==> config.mk <==
export PLATFORM = sky130hd
export DESIGN_NAME = free_list_object_pool_top
export DESIGN_NICKNAME = d
export VERILOG_FILES = /design/src/rtl/core/flp_pkg.sv /design/src/rtl/core/flp_cell.sv /design/src/rtl/core/flp_ctrl.sv /design/src/rtl/core/free_list_object_pool_top.sv
export SDC_FILE = /design/constraint.sdc
export NUM_CORES = 1
export LEC_CHECK = 0
export ABC_AREA = 0
export BUFFER_PORTS_ARGS = -buffer_cell sky130_fd_sc_hd__buf_4
export CAP_MARGIN = 30
export CORE_UTILIZATION = 65
export DETAILED_ROUTE_END_ITERATION = 6
export PLACE_DENSITY = 0.79
export SLEW_MARGIN = 10
export SYNTH_ARGS = -nofsm -noshare
export SYNTH_HDL_FRONTEND = slang
export SYNTH_HIERARCHICAL = 1
export SYNTH_SLANG_ARGS = --single-unit
==> constraint.sdc <==
create_clock -name clock -period 14 [get_ports clock]
set_clock_uncertainty 0.2 [all_clocks]
set_input_delay 0.7 -clock clock [delete_from_list [all_inputs] [get_ports clock]]
set_output_delay 0.7 -clock clock [all_outputs]
set_load 0.01 [all_outputs]
==> src/rtl/core/flp_pkg.sv <==
// ----------------------------------------------------------------------------
// flp_pkg
// Shared types, codes and constants for the free-list object pool.
// ----------------------------------------------------------------------------
package flp_pkg;

   localparam int POOL_SIZE = 16;
   localparam int IDX_W     = (POOL_SIZE > 1) ? $clog2(POOL_SIZE) : 1;
   localparam int PTR_W     = $clog2(POOL_SIZE + 1);
   localparam int MODE_W    = 3;
   localparam int CNT_W     = 5;

   // link value that names no entry
   localparam logic [PTR_W-1:0] NONE_MARK = PTR_W'(POOL_SIZE);
   localparam logic [CNT_W-1:0] COUNT_RESET = CNT_W'(16);

   localparam logic [MODE_W-1:0] MODE_REINIT  = MODE_W'(0);
   localparam logic [MODE_W-1:0] MODE_ALLOC   = MODE_W'(1);
   localparam logic [MODE_W-1:0] MODE_RELEASE = MODE_W'(2);
   localparam logic [MODE_W-1:0] MODE_CLEAR   = MODE_W'(3);
   localparam logic [MODE_W-1:0] MODE_CSTART  = MODE_W'(4);
   localparam logic [MODE_W-1:0] MODE_CNEXT   = MODE_W'(5);

   typedef struct packed {
      logic [MODE_W-1:0] mode;
      logic [IDX_W-1:0]  entry_index;
   } req_type;

   typedef struct packed {
      logic [IDX_W-1:0] result_index;
      logic             result_valid;
      logic             release_miss;
   } rsp_type;

   // broadcast to every cell of the row
   typedef struct packed {
      logic             reinit;
      logic [PTR_W-1:0] count;
      logic             wr_en;
      logic [IDX_W-1:0] wr_addr;
      logic [PTR_W-1:0] wr_link;
      logic             wr_use;
      logic [IDX_W-1:0] rd_addr;
   } cell_cmd_type;

   // read bus handed from cell to cell
   typedef struct packed {
      logic             in_use;
      logic [PTR_W-1:0] link;
   } cell_rd_type;

   typedef enum logic [2:0] {
      S_IDLE,
      S_SINGLE,
      S_REL_WALK,
      S_REL_PUSH,
      S_CLR_WALK
   } state_type;

   function automatic logic is_entry(input logic [PTR_W-1:0] p);
      return p < NONE_MARK;
   endfunction

endpackage

==> src/rtl/core/flp_cell.sv <==
// ----------------------------------------------------------------------------
// flp_cell
// One pool entry: its next link and in-use flag, on a daisy-chained read bus.
// ----------------------------------------------------------------------------
module flp_cell (
   input  logic                 clock,
   input  logic                 reset,
   input  logic [flp_pkg::IDX_W-1:0] cell_id,
   input  flp_pkg::cell_cmd_type cmd,
   input  flp_pkg::cell_rd_type  rd_in,
   output flp_pkg::cell_rd_type  rd_out
);
   import flp_pkg::*;

   logic [PTR_W-1:0] link_ff, link_in;
   logic             use_ff, use_in;
   logic [PTR_W-1:0] succ;
   logic [PTR_W-1:0] chain_link;

   assign succ = PTR_W'(cell_id) + PTR_W'(1);

   always_comb begin
      if (reset) begin
         chain_link = (succ < NONE_MARK) ? succ : NONE_MARK;
      end else begin
         chain_link = (succ < cmd.count) ? succ : NONE_MARK;
      end
   end

   always_comb begin
      link_in = link_ff;
      use_in  = use_ff;
      if (reset || cmd.reinit) begin
         link_in = chain_link;
         use_in  = 1'b0;
      end else if (cmd.wr_en && (cmd.wr_addr == cell_id)) begin
         link_in = cmd.wr_link;
         use_in  = cmd.wr_use;
      end
   end

   always_ff @(posedge clock) begin
      link_ff <= link_in;
      use_ff  <= use_in;
   end

   // pass the neighbour's beat on unless this cell is addressed
   always_comb begin
      if (cmd.rd_addr == cell_id) begin
         rd_out.in_use = use_ff;
         rd_out.link   = link_ff;
      end else begin
         rd_out = rd_in;
      end
   end

endmodule

==> src/rtl/core/flp_ctrl.sv <==
// ----------------------------------------------------------------------------
// flp_ctrl
// Sequencer: list heads, cursor, list walks and the response register.
// ----------------------------------------------------------------------------
module flp_ctrl (
   input  logic                         clock,
   input  logic                         reset,
   input  logic                         req_valid,
   output logic                         req_ready,
   input  flp_pkg::req_type             req_data,
   output logic                         rsp_valid,
   input  logic                         rsp_ready,
   output flp_pkg::rsp_type             rsp_data,
   input  logic                         csr_we,
   input  logic [flp_pkg::CNT_W-1:0]    csr_wdata,
   output flp_pkg::cell_cmd_type        cmd,
   input  flp_pkg::cell_rd_type         rd_data
);
   import flp_pkg::*;

   state_type         state_ff, state_in;
   logic [MODE_W-1:0] mode_ff, mode_in;
   logic [IDX_W-1:0]  idx_ff, idx_in;
   logic [PTR_W-1:0]  free_head_ff, free_head_in;
   logic [PTR_W-1:0]  active_head_ff, active_head_in;
   logic [PTR_W-1:0]  cursor_ff, cursor_in;
   logic [PTR_W-1:0]  walk_ff, walk_in;
   logic [PTR_W-1:0]  prev_ff, prev_in;
   logic [PTR_W-1:0]  steps_ff, steps_in;
   logic [CNT_W-1:0]  pool_count_ff, pool_count_in;
   logic              rsp_valid_ff, rsp_valid_in;
   rsp_type           rsp_data_ff, rsp_data_in;

   logic              accept;
   logic              out_free;
   logic              rel_hit;
   logic              walk_end;
   logic              clr_more;
   logic [PTR_W-1:0]  sat_count;
   logic [PTR_W-1:0]  cnext_ptr;
   rsp_type           res;

   assign req_ready = (state_ff == S_IDLE);
   assign accept    = req_valid && req_ready;
   assign out_free  = !rsp_valid_ff || rsp_ready;
   assign rsp_valid = rsp_valid_ff;
   assign rsp_data  = rsp_data_ff;

   assign rel_hit  = is_entry(walk_ff) && (walk_ff[IDX_W-1:0] == idx_ff) && rd_data.in_use;
   assign walk_end = !is_entry(walk_ff) || (steps_ff == PTR_W'(POOL_SIZE));
   assign clr_more = is_entry(walk_ff) && (steps_ff != PTR_W'(POOL_SIZE));
   assign cnext_ptr = is_entry(cursor_ff) ? rd_data.link : cursor_ff;

   always_comb begin
      if (pool_count_ff == '0) begin
         sat_count = PTR_W'(1);
      end else if (32'(pool_count_ff) > POOL_SIZE) begin
         sat_count = NONE_MARK;
      end else begin
         sat_count = PTR_W'(pool_count_ff);
      end
   end

   // next state
   always_comb begin
      state_in = state_ff;
      case (state_ff)
         S_IDLE: begin
            if (accept) begin
               if (req_data.mode == MODE_RELEASE) begin
                  state_in = S_REL_WALK;
               end else if (req_data.mode == MODE_CLEAR) begin
                  state_in = S_CLR_WALK;
               end else begin
                  state_in = S_SINGLE;
               end
            end
         end
         S_SINGLE: begin
            if (out_free) state_in = S_IDLE;
         end
         S_REL_WALK: begin
            if (rel_hit) begin
               state_in = S_REL_PUSH;
            end else if (walk_end && out_free) begin
               state_in = S_IDLE;
            end
         end
         S_REL_PUSH: begin
            if (out_free) state_in = S_IDLE;
         end
         S_CLR_WALK: begin
            if (!clr_more && out_free) state_in = S_IDLE;
         end
         default: state_in = S_IDLE;
      endcase
   end

   // datapath and outputs
   always_comb begin
      mode_in        = mode_ff;
      idx_in         = idx_ff;
      free_head_in   = free_head_ff;
      active_head_in = active_head_ff;
      cursor_in      = cursor_ff;
      walk_in        = walk_ff;
      prev_in        = prev_ff;
      steps_in       = steps_ff;
      pool_count_in  = csr_we ? csr_wdata : pool_count_ff;
      rsp_valid_in   = rsp_valid_ff && !rsp_ready;
      rsp_data_in    = rsp_data_ff;
      res            = '0;

      cmd         = '0;
      cmd.count   = sat_count;
      cmd.rd_addr = walk_ff[IDX_W-1:0];

      case (state_ff)
         S_IDLE: begin
            if (accept) begin
               mode_in  = req_data.mode;
               idx_in   = req_data.entry_index;
               walk_in  = active_head_ff;
               prev_in  = NONE_MARK;
               steps_in = '0;
               if (req_data.mode == MODE_CLEAR) cursor_in = active_head_ff;
            end
         end
         S_SINGLE: begin
            if (mode_ff == MODE_ALLOC) begin
               cmd.rd_addr = free_head_ff[IDX_W-1:0];
            end else begin
               cmd.rd_addr = cursor_ff[IDX_W-1:0];
            end
            if (out_free) begin
               case (mode_ff)
                  MODE_REINIT: begin
                     cmd.reinit     = 1'b1;
                     free_head_in   = '0;
                     active_head_in = NONE_MARK;
                     cursor_in      = NONE_MARK;
                  end
                  MODE_ALLOC: begin
                     if (is_entry(free_head_ff)) begin
                        cmd.wr_en        = 1'b1;
                        cmd.wr_addr      = free_head_ff[IDX_W-1:0];
                        cmd.wr_link      = active_head_ff;
                        cmd.wr_use       = 1'b1;
                        free_head_in     = rd_data.link;
                        active_head_in   = free_head_ff;
                        res.result_index = free_head_ff[IDX_W-1:0];
                        res.result_valid = 1'b1;
                     end
                  end
                  MODE_CSTART: begin
                     cursor_in = active_head_ff;
                     if (is_entry(active_head_ff)) begin
                        res.result_index = active_head_ff[IDX_W-1:0];
                        res.result_valid = 1'b1;
                     end
                  end
                  MODE_CNEXT: begin
                     if (is_entry(cnext_ptr)) begin
                        cursor_in        = cnext_ptr;
                        res.result_index = cnext_ptr[IDX_W-1:0];
                        res.result_valid = 1'b1;
                     end else begin
                        cursor_in = NONE_MARK;
                     end
                  end
                  default: ;
               endcase
               rsp_valid_in = 1'b1;
               rsp_data_in  = res;
            end
         end
         S_REL_WALK: begin
            if (rel_hit) begin
               // unlink: predecessor (or head) takes the found entry's link
               if (is_entry(prev_ff)) begin
                  cmd.wr_en   = 1'b1;
                  cmd.wr_addr = prev_ff[IDX_W-1:0];
                  cmd.wr_link = rd_data.link;
                  cmd.wr_use  = 1'b1;
               end else begin
                  active_head_in = rd_data.link;
               end
            end else if (walk_end) begin
               if (out_free) begin
                  res.release_miss = 1'b1;
                  rsp_valid_in     = 1'b1;
                  rsp_data_in      = res;
               end
            end else begin
               prev_in  = walk_ff;
               walk_in  = rd_data.link;
               steps_in = steps_ff + PTR_W'(1);
            end
         end
         S_REL_PUSH: begin
            if (out_free) begin
               cmd.wr_en    = 1'b1;
               cmd.wr_addr  = idx_ff;
               cmd.wr_link  = free_head_ff;
               cmd.wr_use   = 1'b0;
               free_head_in = PTR_W'(idx_ff);
               rsp_valid_in = 1'b1;
               rsp_data_in  = res;
            end
         end
         S_CLR_WALK: begin
            if (clr_more) begin
               cmd.wr_en    = 1'b1;
               cmd.wr_addr  = walk_ff[IDX_W-1:0];
               cmd.wr_link  = free_head_ff;
               cmd.wr_use   = 1'b0;
               free_head_in = walk_ff;
               walk_in      = rd_data.link;
               steps_in     = steps_ff + PTR_W'(1);
            end else if (out_free) begin
               active_head_in = NONE_MARK;
               rsp_valid_in   = 1'b1;
               rsp_data_in    = res;
            end
         end
         default: ;
      endcase
   end

   always_ff @(posedge clock) begin
      if (reset) begin
         state_ff       <= S_IDLE;
         free_head_ff   <= '0;
         active_head_ff <= NONE_MARK;
         cursor_ff      <= NONE_MARK;
         pool_count_ff  <= COUNT_RESET;
         rsp_valid_ff   <= 1'b0;
      end else begin
         state_ff       <= state_in;
         free_head_ff   <= free_head_in;
         active_head_ff <= active_head_in;
         cursor_ff      <= cursor_in;
         pool_count_ff  <= pool_count_in;
         rsp_valid_ff   <= rsp_valid_in;
      end
   end

   always_ff @(posedge clock) begin
      mode_ff     <= mode_in;
      idx_ff      <= idx_in;
      walk_ff     <= walk_in;
      prev_ff     <= prev_in;
      steps_ff    <= steps_in;
      rsp_data_ff <= rsp_data_in;
   end

endmodule

==> src/rtl/core/free_list_object_pool_top.sv <==
// ----------------------------------------------------------------------------
// free_list_object_pool_top
// Pool of entries on a free list and an active list sharing one link table.
// ----------------------------------------------------------------------------
// Request beats (req_*) carry a mode and an entry index; each gives exactly
// one response beat (rsp_*) with result index, valid flag and miss flag.
// csr_we/csr_wdata set the entry count used by the next reinit.
// Requests are taken one at a time. Reinit, allocate and the cursor modes
// answer from the S_SINGLE state once the output register is free, and a
// further request is taken only after that. Release walks the active list
// one link per cycle from the head, then pushes the found entry onto the
// free list; a miss walks the full list before it answers.
// Clear moves one active entry to the free list per cycle.
// Each cycle is one read of the cell row, whose read bus is daisy-chained
// through all POOL_SIZE cells.
// A finished response sits in an output register; the next request is
// taken while it waits, and that request stalls at its final step until the
// register is free. Synchronous reset rebuilds the full free list and
// empties the active list; the count register resets to 16.
// ----------------------------------------------------------------------------
module free_list_object_pool_top (
   input  logic                      clock,
   input  logic                      reset,
   input  logic                      req_valid,
   output logic                      req_ready,
   input  flp_pkg::req_type          req_data,
   output logic                      rsp_valid,
   input  logic                      rsp_ready,
   output flp_pkg::rsp_type          rsp_data,
   input  logic                      csr_we,
   input  logic [flp_pkg::CNT_W-1:0] csr_wdata
);
   import flp_pkg::*;

   cell_cmd_type cmd;
   cell_rd_type  rd_chain [POOL_SIZE+1];

   assign rd_chain[0].in_use = 1'b0;
   assign rd_chain[0].link   = NONE_MARK;

   flp_ctrl u_ctrl (
      .clock     (clock),
      .reset     (reset),
      .req_valid (req_valid),
      .req_ready (req_ready),
      .req_data  (req_data),
      .rsp_valid (rsp_valid),
      .rsp_ready (rsp_ready),
      .rsp_data  (rsp_data),
      .csr_we    (csr_we),
      .csr_wdata (csr_wdata),
      .cmd       (cmd),
      .rd_data   (rd_chain[POOL_SIZE])
   );

   for (genvar i = 0; i < POOL_SIZE; i++) begin : g_cell
      flp_cell u_cell (
         .clock   (clock),
         .reset   (reset),
         .cell_id (IDX_W'(i)),
         .cmd     (cmd),
         .rd_in   (rd_chain[i]),
         .rd_out  (rd_chain[i+1])
      );
   end

endmodule

==> results of run 1 <==
-- area by class of cell --
class | instances | share of cell area
well taps | 234 | 0.0199
clock inverters | 14 | 0.0158
multi-input cells | 1386 | 0.615
inverters | 91 | 0.0232
flip-flops and latches | 148 | 0.274
clock buffers | 18 | 0.0291
repair buffers | 42 | 0.0226
-- registers in the layout, indices dropped and copies added, names as in the netlist --
name,cells
g_cell.u_cell/link_ff,80
g_cell.u_cell/use_ff,16
u_ctrl/active_head_ff,5
u_ctrl/cursor_ff,5
u_ctrl/free_head_ff,5
u_ctrl/idx_ff,4
u_ctrl/mode_ff,3
u_ctrl/pool_count_ff,5
u_ctrl/prev_ff,5
u_ctrl/rsp_data,6
u_ctrl/rsp_valid,1
u_ctrl/state_ff,3
u_ctrl/steps_ff,5
u_ctrl/walk_ff,5
-- critical path, delay by kind of cell, from the launching register on --
| family | cells | cell delay [ns] |
|---|---|---|
| compound gates | 2 | 0.69 |
| xor+xnor | 2 | 0.28 |
| buf+inv | 3 | 0.73 |
| flops | 1 | 0.69 |
| mux | 15 | 4.02 |
| simple gates | 9 | 2.52 |
-- power groups by stage --
stage / logic (uW) / registers [uW] / clock network (uW)
floorplan: 510 / 552 / 0
global placement: 639 / 563 / 0
detailed placement: 653 / 564 / 0
CTS: 663 / 556 / 517
global route: 730 / 561 / 534
finish: 677 / 559 / 514
-- metrics by stage --
stage                     instance area [um2]  worst slack [ns]  instances
after global placement                  14000              4.54       1896
after global routing                    14700              4.15       1933
after detailed placement                14100              4.66       1899
final                                   14700              4.54       1933
after floorplan                         13500              5.03       1641
after CTS                               14700              4.56       1931
-- path summary, 6_finish.rpt --
path,to,cells after the start,slack (ns),start
worst min-delay path,u_ctrl/idx_ff[3],1,0.25,req_data[3]
worst max-delay path,g_cell[14].u_cell/link_ff[1],31,4.54,u_ctrl/state_ff[0]
worst min register to register,g_cell[11].u_cell/use_ff,2,0.26,g_cell[11].u_cell/use_ff
worst max register to register,g_cell[14].u_cell/link_ff[1],31,4.54,u_ctrl/state_ff[0]
-- cell families after synthesis --
logic type | after synthesis
buffers and inverters | 107
muxes | 122
and+or+nand+nor | 499
xor gates and xnor gates | 167
DFF | 148
other | 2
AOI/OAI and AO/OA | 206
adders and majority gates | 82
-- per-layer routing --
metal | part of all wire | wire (um)
met5 | 0 | 0
met4 | 0.039 | 1190
met3 | 0.077 | 2370
met2 | 0.48 | 14700
met1 | 0.40 | 12300
-- cell usage in the layout, fill, tap and decap left out, drive strengths merged, types with 7 or more instances in the layout --
cell type,instances
nor2,51
edfxtp,108
o32a,16
a211oi,18
o31ai,16
a21o,7
ha,82
xnor2,33
a21oi,30
mux2i,26
inv,93
xor2,134
nor3,29
mux2,96
conb,310
o21ai,53
dfxtp,40
nand2b,22
nand2,230
buf,42
nand3,87
nor2b,10
clkbuf,18
a222oi,8
a31o,16
and3,20
a22o,9
nor4,19
==> results.toml, run 1 <==
[synthesis]
synth-simple-area-share = 0.209
synth_top_family_by_area = "simple AND/OR/NAND/NOR gates"
synth_mux_area_frac = 0.109
synth.ff_latch_count = 148
netlist_instances = 1333
synth_common_cells = "nand2_1, xor2_1, edfxtp_1, mux2_2, inv_1"
synth.largest_area_cell = "edfxtp_1"
yosys-top-cells-area = "edfxtp_1, xor2_1, mux2_2, ha_1, nand2_1"
yosysSeqAreaShare = 0.328
synth_top_area_frac = 0.263
synth_ff_type = "edfxtp_1"
synthAdderAreaFrac = 0.0831
synth_cell_types = 55
synth_warnings = 6
syn_avg_cell_area_um2 = 9.26
synth_compound_area_frac = 0.120
async_flop_share = 0
synth_edf_count = 108
netlist_area_um2 = 12300
synth.most_common_cell = "nand2_1"
synthXorXnorAreaFrac = 0.118

[route]
routed_wl_um = 30600
ant_nets = 0
num_vias = 10600
wl_per_cell_um = 15.9
first_pass_iters = 7
drc = 16
drt_iter0_markers = 887
viasPerCell = 5.49

[pwr]
power.leakage_uw = 0.00647
p_sw_uw = 593
powerDensity_nw_per_um2 = 119
finalPower_uw = 1750
p_int_uw = 1160
clkPwrFrac = 0.294
power.share.switching = 0.339
peakVddDrop_uv = 60.4
seqPwrFrac = 0.319
pwr-share-comb = 0.387

[setup_path]
crit_path_top_delay_cell = "nor3b_2"
cpMostUsedCell = "mux2_2"
startpoint_type = "flip-flop"
max_stage_delay_ns = 0.89
critPathMaxFanout = 17
end_kind = "flip-flop"
worstPathRequired_ns = 13.91
critPathKind = "flip-flop to flip-flop"
arrival_ns = 9.37

[floorplanning]
num_rows = 50
dieWidth_um = 140
core_area_um2 = 18600
dieHeight_um = 140
start_util = 0.662
die_area_um2 = 19500
io_pins = 25

[final_layout]
multi_input_area_um2 = 9080
syn_to_final_growth_pct = 19.5
fill_cells = 1320
drive_above_1_share = 0.128
nNetsFinal = 1785
regArea_um2 = 4040
diodes = 0
fin_util = 0.791

[global_routing]
grt_max_degree = 58
grt_usage = 0.323
grt_remaining_overflow = 0
met1_usage = 0.392
antenna_found_initial = 0
grt_util_met3 = 0.0557
grt_pass1_vias = 10100
grt_pass1_wl_um = 49300
busiest_layer = "met2"
grt.met2_usage = 0.554

[clock_network]
clk_latency_ns = 0.43
path_clk_slew_ns = 0.06
cts_root_buf = "clkbuf_16"
cts_tree = "built"
cts_resized = 0
cts_buffers = 17
cts_hold_buf = 0
clock_tree.buffer_depth = 2
htree_levels = 4
cts_post_setup_buffers_inserted = 0
clock_sinks = 148

[sta]
hold_viol = 0
tightestPinTransition_ns = 1.01
min_period_ns = 9.46
fmax_mhz = 106
tns_ns = 0
max-slew-margin-rel = 0.325
fin_hold_ws_ns = 0.245
finalSetupViolations = 0
period_share = 0.676
rsz0062_at_grt = "no"
slew_violations = 0

[min_path]
hp-class = "input port to flip-flop"

[placed_design]
numPortBuffers = 24
dp_hpwl_um = 21500
place_congestion = 0.960

[run]
drv_cap = 0

[outcome]
status = "complete, but fails checks"
violations = "design-rule violations"
Power figures use the tool's default switching activity.
==> inputs of run 2 (changes only) <==
==> constraint.sdc (replaced) <==
create_clock -name clock -period 9.05 [get_ports clock]
set_clock_uncertainty 0.2 [all_clocks]
set_input_delay 0.4525 -clock clock [delete_from_list [all_inputs] [get_ports clock]]
set_output_delay 0.4525 -clock clock [all_outputs]
set_load 0.01 [all_outputs]
==> run 2 against run 1 <==
The flow still finishes with violations (design-rule violations). Die area is the same. Combinational power grew 58%. Clock-buffer cell count shrank 1. Non-clock buffer count grew 15. Wire length grew 0.85%. Sequential share of layout area shrank 0.060 points. Fmax grew 9.7%. Critical path depth shrank 1. Largest cell class unchanged.
==> results.toml, run 2 (synthesized netlist as in run 1, its figures left out) <==
[min_path]
min_from = "req_data[4]"
holdPathStages = 1
hp-class = "input port to flip-flop"
min_to = "u_ctrl/mode_ff[0]"

[pwr]
powerDensity_nw_per_um2 = 178
seqPwrFrac = 0.325
p_sw_uw = 923
p_int_uw = 1710
power.leakage_uw = 0.00649
peakVddDrop_uv = 96.0
pwr-share-comb = 0.404
power.share.switching = 0.350
clkPwrFrac = 0.270

[sta]
finalSetupViolations = 0
finalWorstSetupSlack_ns = 0.427
slew_violations = 0
max-slew-margin-rel = 0.323
hold_viol = 0
fmax_mhz = 116
tightestPinTransition_ns = 1.02
min_period_ns = 8.62
fin_hold_ws_ns = 0.0239
period_share = 0.953
tns_ns = 0
rsz0062_at_grt = "no"

[setup_path]
crit_path_top_delay_cell = "a221o_1"
rr_worst_depth = 30
path_buf_inv = 2
arrival_ns = 8.53
r2r-start = "u_ctrl/mode_ff[0]"
critPathTopFamily = "multiplexers"
startpoint_type = "flip-flop"
critPathMaxFanout = 15
r2r_slack_ns = 0.43
cpMostUsedCell = "mux2_2"
reg2reg_to = "g_cell[14].u_cell/link_ff[0]"
critPathKind = "flip-flop to flip-flop"
max_stage_delay_ns = 0.67
worstPathRequired_ns = 8.96
end_kind = "flip-flop"

[final_layout]
largest_reg_flops = 80
nNetsFinal = 1800
drive_above_1_share = 0.134
diodes = 0
final_common_cell = "conb_1"
layout_common_cells = "conb_1, nand2_1, xor2_1"
fill_cells = 1292
top_register = "g_cell.u_cell/link_ff"
syn_to_final_growth_pct = 19.7

[floorplanning]
start_util = 0.662
core_area_um2 = 18600
dieHeight_um = 140
io_pins = 25
dieWidth_um = 140
die_area_um2 = 19500
num_rows = 50

[placed_design]
place_congestion = 0.948
dp_hpwl_um = 21400
dp_worst_setup_slack_ns = 0.585
numPortBuffers = 24

[route]
first_pass_iters = 7
routed_wl_um = 30900
wl_per_cell_um = 15.9
viasPerCell = 5.49
drc = 16
ant_nets = 0
num_vias = 10700
drt_iter0_markers = 1045

[clock_network]
htree_levels = 4
cts_hold_buf = 4
clock_sinks = 148
cts_resized = 0
clock_tree.buffer_depth = 2
cts_buffers = 17
path_clk_slew_ns = 0.06
cts_root_buf = "clkbuf_16"
clk_latency_ns = 0.43
cts_post_setup_buffers_inserted = 0
cts_tree = "built"

[global_routing]
antenna_found_initial = 0
grt_remaining_overflow = 0
grt_max_degree = 87
grt_pass1_wl_um = 50200
grt_pass1_vias = 10100
grt_usage = 0.327

[outcome]
status = "complete, but fails checks"
violations = "design-rule violations"

[run]
drv_cap = 0
-- run 2: metrics by stage --
| step | total power, uW | instance area, um2 | std cells | util |
|---|---|---|---|---|
| 2_1_floorplan | 1640 | 13500 | 1641 | - |
| 3_3_place_gp | 1880 | 14100 | 1912 | 0.759 |
| 3_5_place_dp | 1900 | 14200 | 1912 | 0.759 |
| 4_1_cts | 2610 | 14800 | 1947 | 0.793 |
| 5_1_grt | 2760 | 14800 | 1947 | 0.793 |
| 6_report | 2640 | 14800 | 1947 | 0.793 |
-- run 2: cell type report --
type	instances	area [um2]	area share
Clock buffer	17	425	0.0288
Multi-Input combinational cell	1386	9080	0.614
Tap cell	234	293	0.0198
Clock inverter	14	161	0.0109
Timing Repair Buffer	57	438	0.0296
Sequential cell	148	4040	0.274
Inverter	91	342	0.0231
-- run 2: per-layer routing --
metal,share of wire,routed length (um),vias to the layer above,GRT usage
li1,-,-,5238,-
met1,0.41,12800,4922,0.419
met2,0.48,14700,450,0.555
met3,0.081,2510,75,0.0547
met4,0.028,875,0,0.120
met5,0,0,-,0
-- run 2: worst max-delay path by stage --
stage                                 start                      endpoint  slack [ns]  cells past startpoint
after floorplan           u_ctrl/mode_ff[1]   g_cell[0].u_cell/link_ff[0]        0.08                     30
after global placement    u_ctrl/mode_ff[0]   g_cell[8].u_cell/link_ff[4]        0.80                     30
after detailed placement  u_ctrl/mode_ff[0]   g_cell[0].u_cell/link_ff[3]        0.59                     30
after CTS                 u_ctrl/mode_ff[0]   g_cell[2].u_cell/link_ff[3]        0.46                     30
after global routing      u_ctrl/mode_ff[0]   g_cell[6].u_cell/link_ff[2]         0.1                     30
final                     u_ctrl/mode_ff[0]  g_cell[14].u_cell/link_ff[0]        0.43                     30
-- run 2: power groups by stage --
stage | Combinational [uW] | Sequential [uW] | Clock (uW)
after CTS | 1040 | 855 | 716
after global placement | 1010 | 868 | 0
final | 1070 | 858 | 713
after floorplan | 789 | 853 | 0
after detailed placement | 1030 | 868 | 0
after global routing | 1150 | 863 | 745
==> inputs of run 3 (changes only) <==
--- a/config.mk
+++ b/config.mk
@@ -8,9 +8,9 @@
 export ABC_AREA = 0
 export BUFFER_PORTS_ARGS = -buffer_cell sky130_fd_sc_hd__buf_4
 export CAP_MARGIN = 30
-export CORE_UTILIZATION = 65
+export CORE_UTILIZATION = 35
 export DETAILED_ROUTE_END_ITERATION = 6
-export PLACE_DENSITY = 0.79
+export PLACE_DENSITY_LB_ADDON = 0.08
 export SLEW_MARGIN = 10
 export SYNTH_ARGS = -nofsm -noshare
 export SYNTH_HDL_FRONTEND = slang
==> run 3 against run 2 <==
The flow now finishes without violations. Non-clock buffer count grew 3. Utilization shrank 36 points. Wire length rose by 12%. Sequential share of layout area decreased by 0.52 points. Sequential power about the same. Worst setup slack gained 0.12 ns. Highest routed layer unchanged.
==> results.toml, run 3 (synthesized netlist as in run 1, its figures left out) <==
[outcome]
status = "finished, final reports clean"

[sta]
tightestPinTransition_ns = 1.03
fmax_mhz = 118
finalWorstSetupSlack_ns = 0.544
max-slew-margin-rel = 0.314
rsz0062_at_grt = "no"
tns_ns = 0
min_period_ns = 8.51
period_share = 0.940
slew_violations = 0
finalSetupViolations = 0
hold_viol = 0

[final_layout]
fill_cells = 3466
final_common_cell = "conb_1"
layout_common_cells = "conb_1, nand2_1, xor2_1"
drive_above_1_share = 0.135
regArea_um2 = 4040
top_register = "g_cell.u_cell/link_ff"
multi_input_area_um2 = 9070
syn_to_final_growth_pct = 22.0
largest_reg_flops = 80
nNetsFinal = 1803

[floorplanning]
dieWidth_um = 190
num_rows = 68
io_pins = 25
die_area_um2 = 36000
dieHeight_um = 190
core_area_um2 = 34600
start_util = 0.357

[setup_path]
worstPathRequired_ns = 8.97
max_stage_delay_ns = 0.61
startpoint_type = "flip-flop"
critPathMaxFanout = 12
crit_path_top_delay_cell = "a221o_1"
r2r_slack_ns = 0.54
cpMostUsedCell = "mux2_2"
arrival_ns = 8.43
critPathKind = "flip-flop to flip-flop"
end_kind = "flip-flop"

[route]
ant_nets = 0
drc = 0
num_vias = 10200
viasPerCell = 4.69
first_pass_iters = 6
wl_per_cell_um = 16.0
drt_iter0_markers = 572
routed_wl_um = 34800

[global_routing]
grt_pass1_vias = 9732
grt_max_degree = 51
antenna_found_initial = 0
grt_usage = 0.198
grt_remaining_overflow = 0
grt_pass1_wl_um = 54100

[placed_design]
numPortBuffers = 24
dp_worst_setup_slack_ns = 0.590
dp_hpwl_um = 24600
place_congestion = 0.792

[pwr]
power.leakage_uw = 0.00649
peakVddDrop_uv = 143
powerDensity_nw_per_um2 = 177

[clock_network]
cts_buffers = 17
htree_levels = 4
cts_tree = "built"
cts_root_buf = "clkbuf_16"
path_clk_slew_ns = 0.06
cts_post_setup_buffers_inserted = 0
clock_tree.buffer_depth = 2
clk_latency_ns = 0.44
clock_sinks = 148

[min_path]
hp-class = "input port to flip-flop"

[run]
drv_cap = 0
## run 3: changes by cell type in the layout (fill, tap and decap cells not counted), sizes merged
cell,delta
diode,+1
clkinvlp,+4
inv,-2
buf,+3
clkbuf,+2
clkinv,-2
bufinv,-1
## run 3: worst paths after layout
check,start,depth (start not counted),endpoint
worst max register to register,u_ctrl/mode_ff[0],30,g_cell[4].u_cell/link_ff[3]
worst min register to register,g_cell[14].u_cell/use_ff,2,g_cell[14].u_cell/use_ff
worst max-delay path,u_ctrl/mode_ff[0],30,g_cell[4].u_cell/link_ff[3]
worst min-delay path,req_data[4],1,u_ctrl/mode_ff[0]
## run 3: where the power goes
| part | leakage [uW] | total [uW] | switching [uW] | internal (uW) |
|---|---|---|---|---|
| registers | 0.00141 | 856 | 47.1 | 809 |
| logic | 0.00482 | 1100 | 628 | 475 |
| clock network | 0.000261 | 704 | 293 | 411 |
| total | 0.00649 | 2660 | 968 | 1700 |
## run 3: critical path: cells and delay by family (launching register included)
| kind | cells | cell delay, ns |
|---|---|---|
| AOI/OAI and AO/OA | 2 | 0.74 |
| xor gates and xnor gates | 2 | 0.46 |
| buffers and inverters | 2 | 0.41 |
| and+or+nand+nor | 8 | 1.56 |
| muxes | 16 | 4.29 |
| DFF | 1 | 0.50 |
## run 3: timing repair
action	4_1_cts	5_1_grt
resized for setup	0	0
hold endpoints to repair	4	0
hold buffers	4	0
## run 3: cell type report
class | instances | area share
multi-input cells | 1386 | 0.602
flip-flops and latches | 148 | 0.268
well taps | 455 | 0.0378
repair buffers | 60 | 0.0304
clock buffers | 19 | 0.0294
inverters | 91 | 0.0227
clock inverters | 13 | 0.00897
diodes | 1 | 0.000166
## run 3: per-layer routing
| metal | vias up | wire length [um] | global-route usage |
|---|---|---|---|
| li1 | 5256 | - | - |
| met1 | 4748 | 16400 | 0.259 |
| met2 | 163 | 16700 | 0.340 |
| met3 | 32 | 1110 | 0.0269 |
| met4 | 0 | 536 | 0.0549 |
| met5 | - | 0 | 0 |
## run 3: per-stage QoR
stage	total power [uW]	utilization	instances	cell area, um2	hold slack, ns
final	2660	0.435	2173	15100	0.0256
after global routing	2810	0.435	2172	15100	0.00445
after floorplan	1640	-	1641	13500	0.235
after detailed placement	1960	0.417	2135	14400	0.264
after global placement	1960	0.417	2134	14400	0.268
after CTS	2680	0.435	2171	15100	0.00887
